===== src/hdl/pse_pkg.sv =====
// Shared types and constants for the postfix stack evaluator.
// Token, result and arithmetic request structs, action/status/op codes, sequencer and arithmetic unit states.
// No dependencies.
package pse_pkg;

  localparam int FRAC_BITS       = 16;
  localparam int STACK_DEPTH_DEF = 64;
  localparam int VALUE_WIDTH_DEF = 32;
  localparam int ACTION_W        = 3;
  localparam int FIELD_W         = 32;
  localparam int DEPTH_OUT_W     = 7;

  typedef enum logic [2:0] {
    ACT_PUSH    = 3'd0,
    ACT_ADD     = 3'd1,
    ACT_SUB     = 3'd2,
    ACT_MUL     = 3'd3,
    ACT_DIV     = 3'd4,
    ACT_END     = 3'd5,
    ACT_UNKNOWN = 3'd6
  } action_t;

  typedef enum logic [2:0] {
    ST_OK      = 3'd0,
    ST_FEW     = 3'd1,
    ST_DIVZERO = 3'd2,
    ST_FULL    = 3'd3,
    ST_UNKNOWN = 3'd4,
    ST_EMPTY   = 3'd5,
    ST_ABORTED = 3'd6
  } status_t;

  typedef enum logic [1:0] {
    OP_ADD = 2'd0,
    OP_SUB = 2'd1,
    OP_MUL = 2'd2,
    OP_DIV = 2'd3
  } alu_op_t;

  typedef enum logic [1:0] {
    U_IDLE = 2'd0,
    U_RUN  = 2'd1,
    U_FIN  = 2'd2
  } unit_state_t;

  typedef enum logic [2:0] {
    S_IDLE   = 3'd0,
    S_DECODE = 3'd1,
    S_EXEC   = 3'd2,
    S_WAIT   = 3'd3,
    S_DONE   = 3'd4
  } seq_state_t;

  typedef struct packed {
    logic                       start;
    alu_op_t                    op;
  } alu_req_t;

  typedef struct packed {
    logic [ACTION_W-1:0]        action;
    logic signed [FIELD_W-1:0]  operand_value;
  } tok_t;

  typedef struct packed {
    logic [2:0]                 status;
    logic signed [FIELD_W-1:0]  top_value;
    logic [DEPTH_OUT_W-1:0]     stack_depth;
  } res_t;

endpackage


===== src/hdl/postfix_stack_evaluator.sv =====
// Postfix expression evaluator: one token beat in, one result beat out.
// Top of stack in a register, lower entries in pse_stack_ram, math in pse_arith_unit.
// Depends on pse_pkg, pse_stack_ram, pse_arith_unit.
//
// Usage:
//   Token channel (tok_valid/tok_stall/tok) carries an action and a Q16.16 value.
//   Result channel (res_valid/res_stall/res) returns status, top value and depth,
//   one result beat for every token beat, in order.
//   tok_stall is high from the accepted token until its result is loaded into
//   the output register; one token is in work at a time.
// Flow: every token passes S_DECODE and S_DONE; add, subtract, multiply and divide
//   with no abort pending and two or more entries also pass S_EXEC, then S_WAIT
//   unless the divide is by zero. Multiply and divide run in the one-bit-per-cycle
//   shift-add and restoring loops of the arithmetic unit.
// Reset (rst, synchronous) empties the stack, clears the abort flag and drops
//   any pending result. Stack storage is not cleared.
// A stalled result holds in the output register; the next token is accepted
//   meanwhile and its result waits until the register frees.
module postfix_stack_evaluator #(
  parameter int STACK_DEPTH = pse_pkg::STACK_DEPTH_DEF,
  parameter int VALUE_WIDTH = pse_pkg::VALUE_WIDTH_DEF
) (
  input  logic          clk,
  input  logic          rst,
  input  logic          tok_valid,
  output logic          tok_stall,
  input  pse_pkg::tok_t tok,
  output logic          res_valid,
  input  logic          res_stall,
  output pse_pkg::res_t res
);
  import pse_pkg::*;

  localparam int W  = VALUE_WIDTH;
  localparam int AW = $clog2(STACK_DEPTH);
  localparam int DW = $clog2(STACK_DEPTH + 1);

  seq_state_t          state, state_next;
  logic [ACTION_W-1:0] act;
  logic [W-1:0]        val;
  logic [DW-1:0]       depth;
  logic                aborted;
  logic [W-1:0]        top_reg;
  status_t             st;
  logic                is_end;

  logic [DW-1:0]       dm1, dm2;
  logic                wr_en, rd_en;
  logic [W-1:0]        rd_data;
  alu_req_t            req;
  logic                done;
  logic [W-1:0]        result;
  logic                res_free;

  logic [W+FIELD_W-1:0]     in_ext;
  logic [W-1:0]             out_top;
  logic [FIELD_W+W-1:0]     out_ext;
  logic [DW-1:0]            out_depth;
  logic [DEPTH_OUT_W+DW-1:0] depth_ext;

  assign dm1 = depth - DW'(1);
  assign dm2 = depth - DW'(2);
  assign res_free = !res_valid || !res_stall;
  assign tok_stall = (state != S_IDLE);

  assign in_ext    = {{W{tok.operand_value[FIELD_W-1]}}, tok.operand_value};
  assign out_top   = is_end ? ((st == ST_OK) ? top_reg : '0)
                            : ((depth == '0) ? '0 : top_reg);
  assign out_ext   = {{FIELD_W{out_top[W-1]}}, out_top};
  assign out_depth = is_end ? '0 : depth;
  assign depth_ext = {{DEPTH_OUT_W{1'b0}}, out_depth};

  pse_stack_ram #(
    .DEPTH (STACK_DEPTH),
    .WIDTH (W)
  ) u_ram (
    .clk     (clk),
    .wr_en   (wr_en),
    .wr_addr (dm1[AW-1:0]),
    .wr_data (top_reg),
    .rd_en   (rd_en),
    .rd_addr (dm2[AW-1:0]),
    .rd_data (rd_data)
  );

  pse_arith_unit #(
    .VALUE_WIDTH (W)
  ) u_arith (
    .clk    (clk),
    .rst    (rst),
    .req    (req),
    .a      (rd_data),
    .b      (top_reg),
    .done   (done),
    .result (result)
  );

  always_comb begin
    state_next = state;
    wr_en      = 1'b0;
    rd_en      = 1'b0;
    req.start  = 1'b0;
    case (act)
      ACT_SUB: req.op = OP_SUB;
      ACT_MUL: req.op = OP_MUL;
      ACT_DIV: req.op = OP_DIV;
      default: req.op = OP_ADD;
    endcase
    case (state)
      S_IDLE: begin
        if (tok_valid) begin
          state_next = S_DECODE;
        end
      end
      S_DECODE: begin
        state_next = S_DONE;
        if (act != ACT_END && !aborted) begin
          case (act)
            ACT_PUSH: begin
              wr_en = (depth != DW'(STACK_DEPTH)) && (depth != '0);
            end
            ACT_ADD, ACT_SUB, ACT_MUL, ACT_DIV: begin
              if (depth >= DW'(2)) begin
                rd_en      = 1'b1;
                state_next = S_EXEC;
              end
            end
            default: begin
              state_next = S_DONE;
            end
          endcase
        end
      end
      S_EXEC: begin
        if (act == ACT_DIV && top_reg == '0) begin
          state_next = S_DONE;
        end else begin
          req.start  = 1'b1;
          state_next = S_WAIT;
        end
      end
      S_WAIT: begin
        if (done) begin
          state_next = S_DONE;
        end
      end
      S_DONE: begin
        if (res_free) begin
          state_next = S_IDLE;
        end
      end
      default: begin
        state_next = S_IDLE;
      end
    endcase
  end

  always_ff @(posedge clk) begin
    if (rst) begin
      state <= S_IDLE;
    end else begin
      state <= state_next;
    end
  end

  always_ff @(posedge clk) begin
    if (rst) begin
      res_valid <= 1'b0;
    end else if (state == S_DONE && res_free) begin
      res_valid <= 1'b1;
    end else if (!res_stall) begin
      res_valid <= 1'b0;
    end
  end

  always_ff @(posedge clk) begin
    if (rst) begin
      depth   <= '0;
      aborted <= 1'b0;
    end else begin
      case (state)
        S_IDLE: begin
          if (tok_valid) begin
            act <= tok.action;
            val <= in_ext[W-1:0];
          end
        end
        S_DECODE: begin
          is_end <= (act == ACT_END);
          if (act == ACT_END) begin
            if (aborted) begin
              st <= ST_ABORTED;
            end else if (depth == '0) begin
              st <= ST_EMPTY;
            end else begin
              st <= ST_OK;
            end
          end else if (aborted) begin
            st <= ST_ABORTED;
          end else begin
            case (act)
              ACT_PUSH: begin
                if (depth == DW'(STACK_DEPTH)) begin
                  st      <= ST_FULL;
                  aborted <= 1'b1;
                end else begin
                  st      <= ST_OK;
                  top_reg <= val;
                  depth   <= depth + DW'(1);
                end
              end
              ACT_ADD, ACT_SUB, ACT_MUL, ACT_DIV: begin
                if (depth < DW'(2)) begin
                  st      <= ST_FEW;
                  aborted <= 1'b1;
                end else begin
                  st <= ST_OK;
                end
              end
              default: begin
                st <= ST_UNKNOWN;
              end
            endcase
          end
        end
        S_EXEC: begin
          if (act == ACT_DIV && top_reg == '0) begin
            st      <= ST_DIVZERO;
            aborted <= 1'b1;
          end
        end
        S_WAIT: begin
          if (done) begin
            top_reg <= result;
            depth   <= dm1;
          end
        end
        S_DONE: begin
          if (res_free) begin
            res.status      <= st;
            res.top_value   <= out_ext[FIELD_W-1:0];
            res.stack_depth <= depth_ext[DEPTH_OUT_W-1:0];
            if (is_end) begin
              depth   <= '0;
              aborted <= 1'b0;
            end
          end
        end
        default: begin
        end
      endcase
    end
  end

endmodule


===== src/hdl/pse_stack_ram.sv =====
// Operand storage below the top of stack: one write port, one registered read port.
// Depends on nothing but its parameters.
module pse_stack_ram #(
  parameter int DEPTH = 64,
  parameter int WIDTH = 32
) (
  input  logic                     clk,
  input  logic                     wr_en,
  input  logic [$clog2(DEPTH)-1:0] wr_addr,
  input  logic [WIDTH-1:0]         wr_data,
  input  logic                     rd_en,
  input  logic [$clog2(DEPTH)-1:0] rd_addr,
  output logic [WIDTH-1:0]         rd_data
);

  logic [WIDTH-1:0] mem [DEPTH];

  always_ff @(posedge clk) begin
    if (wr_en) begin
      mem[wr_addr] <= wr_data;
    end
  end

  always_ff @(posedge clk) begin
    if (rd_en) begin
      rd_data <= mem[rd_addr];
    end
  end

endmodule


===== src/hdl/pse_arith_unit.sv =====
// Shared arithmetic unit: one adder for saturating add/subtract, bit-serial
// shift-add multiply and restoring divide, with Q-format truncation and saturation.
// Depends on pse_pkg.
module pse_arith_unit #(
  parameter int VALUE_WIDTH = 32
) (
  input  logic                   clk,
  input  logic                   rst,
  input  pse_pkg::alu_req_t      req,
  input  logic [VALUE_WIDTH-1:0] a,
  input  logic [VALUE_WIDTH-1:0] b,
  output logic                   done,
  output logic [VALUE_WIDTH-1:0] result
);
  import pse_pkg::*;

  localparam int W  = VALUE_WIDTH;
  localparam int QW = W + FRAC_BITS;
  localparam int RW = 2 * W;
  localparam int CW = $clog2(QW + 1);

  localparam logic [W-1:0] MINV = {1'b1, {(W-1){1'b0}}};
  localparam logic [W-1:0] MAXV = {1'b0, {(W-1){1'b1}}};

  unit_state_t   ustate;
  alu_op_t       opr;
  logic [W:0]    acc;
  logic [QW-1:0] mreg;
  logic [W-1:0]  dvs;
  logic          neg;
  logic [CW-1:0] cnt;

  logic [W-1:0]  a_mag, b_mag;
  logic [W:0]    add_x, add_y, sum;
  logic          add_sub;
  logic [W-1:0]  addsub_res;
  logic [RW-1:0] q;
  logic          hi_nz;
  logic [W-1:0]  q_lo;
  logic [W-1:0]  sat_res;

  assign a_mag = a[W-1] ? (~a + {{(W-1){1'b0}}, 1'b1}) : a;
  assign b_mag = b[W-1] ? (~b + {{(W-1){1'b0}}, 1'b1}) : b;

  always_comb begin
    add_x   = {a[W-1], a};
    add_y   = {b[W-1], b};
    add_sub = (req.op == OP_SUB);
    if (ustate != U_IDLE) begin
      if (opr == OP_MUL) begin
        add_x   = acc;
        add_y   = mreg[0] ? {1'b0, dvs} : '0;
        add_sub = 1'b0;
      end else begin
        add_x   = {acc[W-1:0], mreg[QW-1]};
        add_y   = {1'b0, dvs};
        add_sub = 1'b1;
      end
    end
  end

  assign sum = add_x + (add_y ^ {(W+1){add_sub}}) + {{W{1'b0}}, add_sub};

  assign addsub_res = (sum[W] != sum[W-1]) ? (sum[W] ? MINV : MAXV) : sum[W-1:0];

  always_comb begin
    q = '0;
    if (opr == OP_MUL) begin
      q = {acc[W-1:0], mreg[W-1:0]} >> FRAC_BITS;
    end else begin
      q[QW-1:0] = mreg;
    end
  end

  assign hi_nz = |q[RW-1:W];
  assign q_lo  = q[W-1:0];

  always_comb begin
    if (neg) begin
      sat_res = (hi_nz || (q_lo > MINV)) ? MINV : (~q_lo + {{(W-1){1'b0}}, 1'b1});
    end else begin
      sat_res = (hi_nz || q_lo[W-1]) ? MAXV : q_lo;
    end
  end

  always_ff @(posedge clk) begin
    if (rst) begin
      ustate <= U_IDLE;
      done   <= 1'b0;
    end else begin
      done <= (ustate == U_FIN) ||
              ((ustate == U_IDLE) && req.start && ((req.op == OP_ADD) || (req.op == OP_SUB)));
      case (ustate)
        U_IDLE: begin
          if (req.start) begin
            opr <= req.op;
            neg <= a[W-1] ^ b[W-1];
            acc <= '0;
            case (req.op)
              OP_MUL: begin
                mreg   <= QW'(b_mag);
                dvs    <= a_mag;
                cnt    <= CW'(W);
                ustate <= U_RUN;
              end
              OP_DIV: begin
                mreg   <= {a_mag, {FRAC_BITS{1'b0}}};
                dvs    <= b_mag;
                cnt    <= CW'(QW);
                ustate <= U_RUN;
              end
              default: begin
                result <= addsub_res;
              end
            endcase
          end
        end
        U_RUN: begin
          if (opr == OP_MUL) begin
            {acc, mreg[W-1:0]} <= {sum, mreg[W-1:0]} >> 1;
          end else begin
            acc  <= sum[W] ? add_x : sum;
            mreg <= {mreg[QW-2:0], ~sum[W]};
          end
          cnt <= cnt - CW'(1);
          if (cnt == CW'(1)) begin
            ustate <= U_FIN;
          end
        end
        U_FIN: begin
          result <= sat_res;
          ustate <= U_IDLE;
        end
        default: begin
          ustate <= U_IDLE;
        end
      endcase
    end
  end

endmodule


===== config.mk =====
export PLATFORM = sky130hd
export DESIGN_NAME = postfix_stack_evaluator
export DESIGN_NICKNAME = d
export VERILOG_FILES = /design/src/hdl/pse_pkg.sv /design/src/hdl/postfix_stack_evaluator.sv /design/src/hdl/pse_stack_ram.sv /design/src/hdl/pse_arith_unit.sv
export SDC_FILE = /design/constraint.sdc
export NUM_CORES = 2
export LEC_CHECK = 0
export BUFFER_PORTS_ARGS = -buffer_cell sky130_fd_sc_hd__buf_2
export CORE_MARGIN = 3
export CORE_UTILIZATION = 35
export CTS_CLUSTER_DIAMETER = 200
export DETAILED_ROUTE_END_ITERATION = 16
export SYNTH_ARGS = -nofsm -noshare
export SYNTH_HDL_FRONTEND = slang
export SYNTH_SLANG_ARGS = --single-unit

===== constraint.sdc =====
create_clock -name clk -period 15.9 [get_ports clk]
set_input_delay 0.795 -clock clk [delete_from_list [all_inputs] [get_ports clk]]
set_output_delay 0.795 -clock clk [all_outputs]
set_load 0.01 [all_outputs]

==> impl_metrics.tcl <==
set metrics [dict create \
    first_pass_iters 6 \
    postSynthAreaPerCell_sq_um 19.12 \
    max_freq_mhz 168.9 \
    clockBufferDepth 3 \
    clockPowerShare 0.428 \
    ant_nets 0 \
    critPathKind "reg -> reg" \
    gp_congestion 0.9317 \
    reg_top3 "u_ram.mem (2048), u_arith.mreg (48), res (42)" \
    period_minus_slack_ns 5.921 \
    rsz0062_at_grt "no" \
    switching_power_uw 2534 \
    holdPathEnd "val[7]$_DFFE_PP_" \
    r2r_start "u_arith.ustate[0]$_SDFFE_PP0P_" \
    required_ns 16.46 \
    peakVddDrop_v 0.0001151 \
    grt_max_degree 105 \
    ios 83 \
    final_common_cell "edfxtp_1" \
    wire_per_inst_um 30.30 \
    postSynthCellCount 5095 \
    cts_root_buffer "clkbuf_16" \
    die_x_um 533.6 \
    timing.reg2reg.setup_slack_ns 9.98 \
    cellLeakagePower_uw 0.03377 \
    netlist-cell-type-count 91 \
    setup_violations 0 \
    switching_share 0.2051 \
    die_area_sq_mm 0.2847 \
    drv_slew 0 \
    crit_top_cell "buf_4" \
    cts_sinks 2362 \
    fill_cells 24679 \
    cp-end-kind "flip-flop" \
    syn_area_sq_mm 0.09742 \
    cts_buffers 223 \
    drive_gt1_frac 0.2456 \
    p_per_area_mw_per_mm2 111.8 \
    cpLargestDelayFamily "compound AO/OA/AOI/OAI gates" \
    p_int_uw 9819 \
    antenna_found_initial 23 \
    setup_tns_ns 0 \
    clk_pin_slew_worst_paths_ns 0.07 \
    cts_resized 0 \
    finalPower_uw 12350 \
    core_area_sq_mm 0.2767 \
    hold_buffers 0 \
    p_seq_frac 0.549 \
    arrival_ns 6.48 \
    track_usage 0.1922 \
    rr_worst_depth 16 \
    power_frac_comb 0.023 \
    finClkSkew_ns 0.05674 \
    hold_start "tok[7]" \
    area_growth_pct 13.39 \
    grt_pass1_vias 51125 \
    die_h_um 533.6 \
    crit_fanout 56 \
    tightest_slew_ns 1.300 \
    layout_common_cells "2347 x edfxtp_1, 658 x mux4_2, 355 x nand2_1" \
    wl_um 277900 \
    critical-path-max-stage-delay_ns 0.69 \
    dp.final_hpwl_um 159000 \
    rr_endpoint "u_arith.acc[19]$_SDFFCE_PN0P_" \
    cp_num_buf_inv 3 \
    gr-total-overflow 0 \
    grt_first_pass_wirelength_um 393700 \
    period_share 0.3724 \
    regMostFlops "u_ram.mem" \
    viasPerCell 5.707 \
    num_vias 52341 \
    portBuffers 82 \
    slowest_stage "a311o_2" \
    synth_seq_area_share 0.7265 \
    drtIter0Drc 7509 \
    min_path_cells 1 \
    async_reset_ff_frac 0 \
    ys_dominant_reg_cell "edfxtp_1" \
    cp_cell_sequence "or2_2, buf_4, nand2_1, o21ai_4, buf_4, xor2_1, ha_1, a21oi_2, a21boi_0, a311oi_2, o211ai_2, a21oi_2, a311o_2, buf_4, mux2i_1, a21oi_1" \
    drc_errors 0 \
    final_nets 5349 \
    slew_headroom 0.1280 \
    maxCapViolCount 0 \
    rows 193 \
    synth-seq-cells 2362 \
    largest_register_ffs 2048 \
    yosysWarnings 0 \
    insertion_delay_ns 0.87 \
    hold_path.class "in -> reg" \
    cts_tree "done" \
    hold_violations 0 \
    crit_path_start_kind "flip-flop" \
    outcome "finished, final reports clean" \
    post-cts-setup-buffers 0 \
    start_util 0.3520 \
    synth_edf_count 2347 \
    h-tree-depth 4 \
    synth_fp_nets 5178 \
]
logic make-up (layout without fill, tap and decap cells):
kind of cell | after synthesis | after routing | share of synthesized area
AOI/OAI and AO/OA | 667 | 667 | 0.04210
xor gates and xnor gates | 131 | 131 | 0.01185
adders and majority gates | 44 | 44 | 0.005728
buffers and inverters | 314 | 675 | 0.01302
DFF | 2362 | 2362 | 0.7265
muxes | 744 | 744 | 0.1611
other | 0 | 10 | 0
and+or+nand+nor | 833 | 833 | 0.03970
synthesized netlist by cell type, drive strengths merged, types with 44 or more instances:
library cell  number  area (sq um)
xor2             110         970.9
and2              72         450.4
a21oi            209          1057
a31oi             54         337.8
clkbuf           182         685.7
nand2            356          1336
buf              115         519.2
nor3              44         246.5
mux2i             86         873.3
mux4             658         14820
edfxtp          2347         70480
nor2             187         701.9
o21ai            183         915.9
worst max-delay path by stage:
stage | endpoint | slack, ns | start | cells after the start
after floorplan | u_arith.dvs[0]$_DFFE_PP_ | 9.96 | top_reg[0]$_DFFE_PP_ | 9
after global placement | u_ram.rd_data[12]$_DFFE_PP_ | 9.85 | depth[0]$_SDFFE_PP0P_ | 7
after detailed placement | u_ram.rd_data[29]$_DFFE_PP_ | 9.96 | depth[0]$_SDFFE_PP0P_ | 7
after CTS | u_ram.rd_data[29]$_DFFE_PP_ | 9.94 | depth[0]$_SDFFE_PP0P_ | 7
after global routing | u_ram.rd_data[9]$_DFFE_PP_ | 9.62 | depth[0]$_SDFFE_PP0P_ | 7
final | u_arith.acc[19]$_SDFFCE_PN0P_ | 9.98 | u_arith.ustate[0]$_SDFFE_PP0P_ | 16
final cells by class:
cell class | instances | area [sq um] | share of cell area
Tap cell | 3705 | 4636 | 0.04197
Clock inverter | 151 | 1439 | 0.01303
Antenna cell | 10 | 25.02 | 0.0002265
Multi-Input combinational cell | 2419 | 26080 | 0.2361
Clock buffer | 264 | 5756 | 0.05210
Timing Repair Buffer | 243 | 1683 | 0.01523
Sequential cell | 2362 | 70790 | 0.6408
Inverter | 17 | 63.81 | 0.0005777
per-stage QoR:
step	util	cells	cell area (sq um)	hold slack, ns	setup WS (ns)
floorplan	-	5095	97420	0.4274	9.960
global placement	0.3730	8744	103200	0.4443	9.846
detailed placement	0.3731	8745	103200	0.4466	9.961
CTS	0.3991	9160	110400	0.06828	9.938
global route	0.3991	9162	110400	0.08249	9.620
finish	0.3992	9171	110500	0.1304	9.979
routing by layer:
| metal | share of wire | wire [um] | vias to the layer above | GRT usage |
|---|---|---|---|---|
| met5 | 0 | 0 | - | 0 |
| met4 | 0.025 | 7009 | 0 | 0.04969 |
| met3 | 0.099 | 27500 | 368 | 0.03696 |
| met2 | 0.46 | 127600 | 2747 | 0.2932 |
| met1 | 0.42 | 115800 | 27939 | 0.2830 |
| li1 | - | - | 21287 | - |
worst reg2reg max path: stages (launching register included):
cell and delay (ns):
dfxtp_1 0.61, or2_2 0.20, buf_4 0.51, nand2_1 0.20
o21ai_4 0.09, buf_4 0.47, xor2_1 0.18, ha_1 0.39
a21oi_2 0.23, a21boi_0 0.15, a311oi_2 0.42, o211ai_2 0.18
a21oi_2 0.28, a311o_2 0.69, buf_4 0.63, mux2i_1 0.30
a21oi_1 0.10
power groups by stage:
stage                     Combinational, uW  Clock, uW  Sequential [uW]
after floorplan                         179          0             6910
after global placement                  284          0             6910
after detailed placement                286          0             6910
after CTS                               288       5380             6780
after global routing                    308       5630             6770
final                                   289       5290             6780
(Power assumes the default switching activity.)
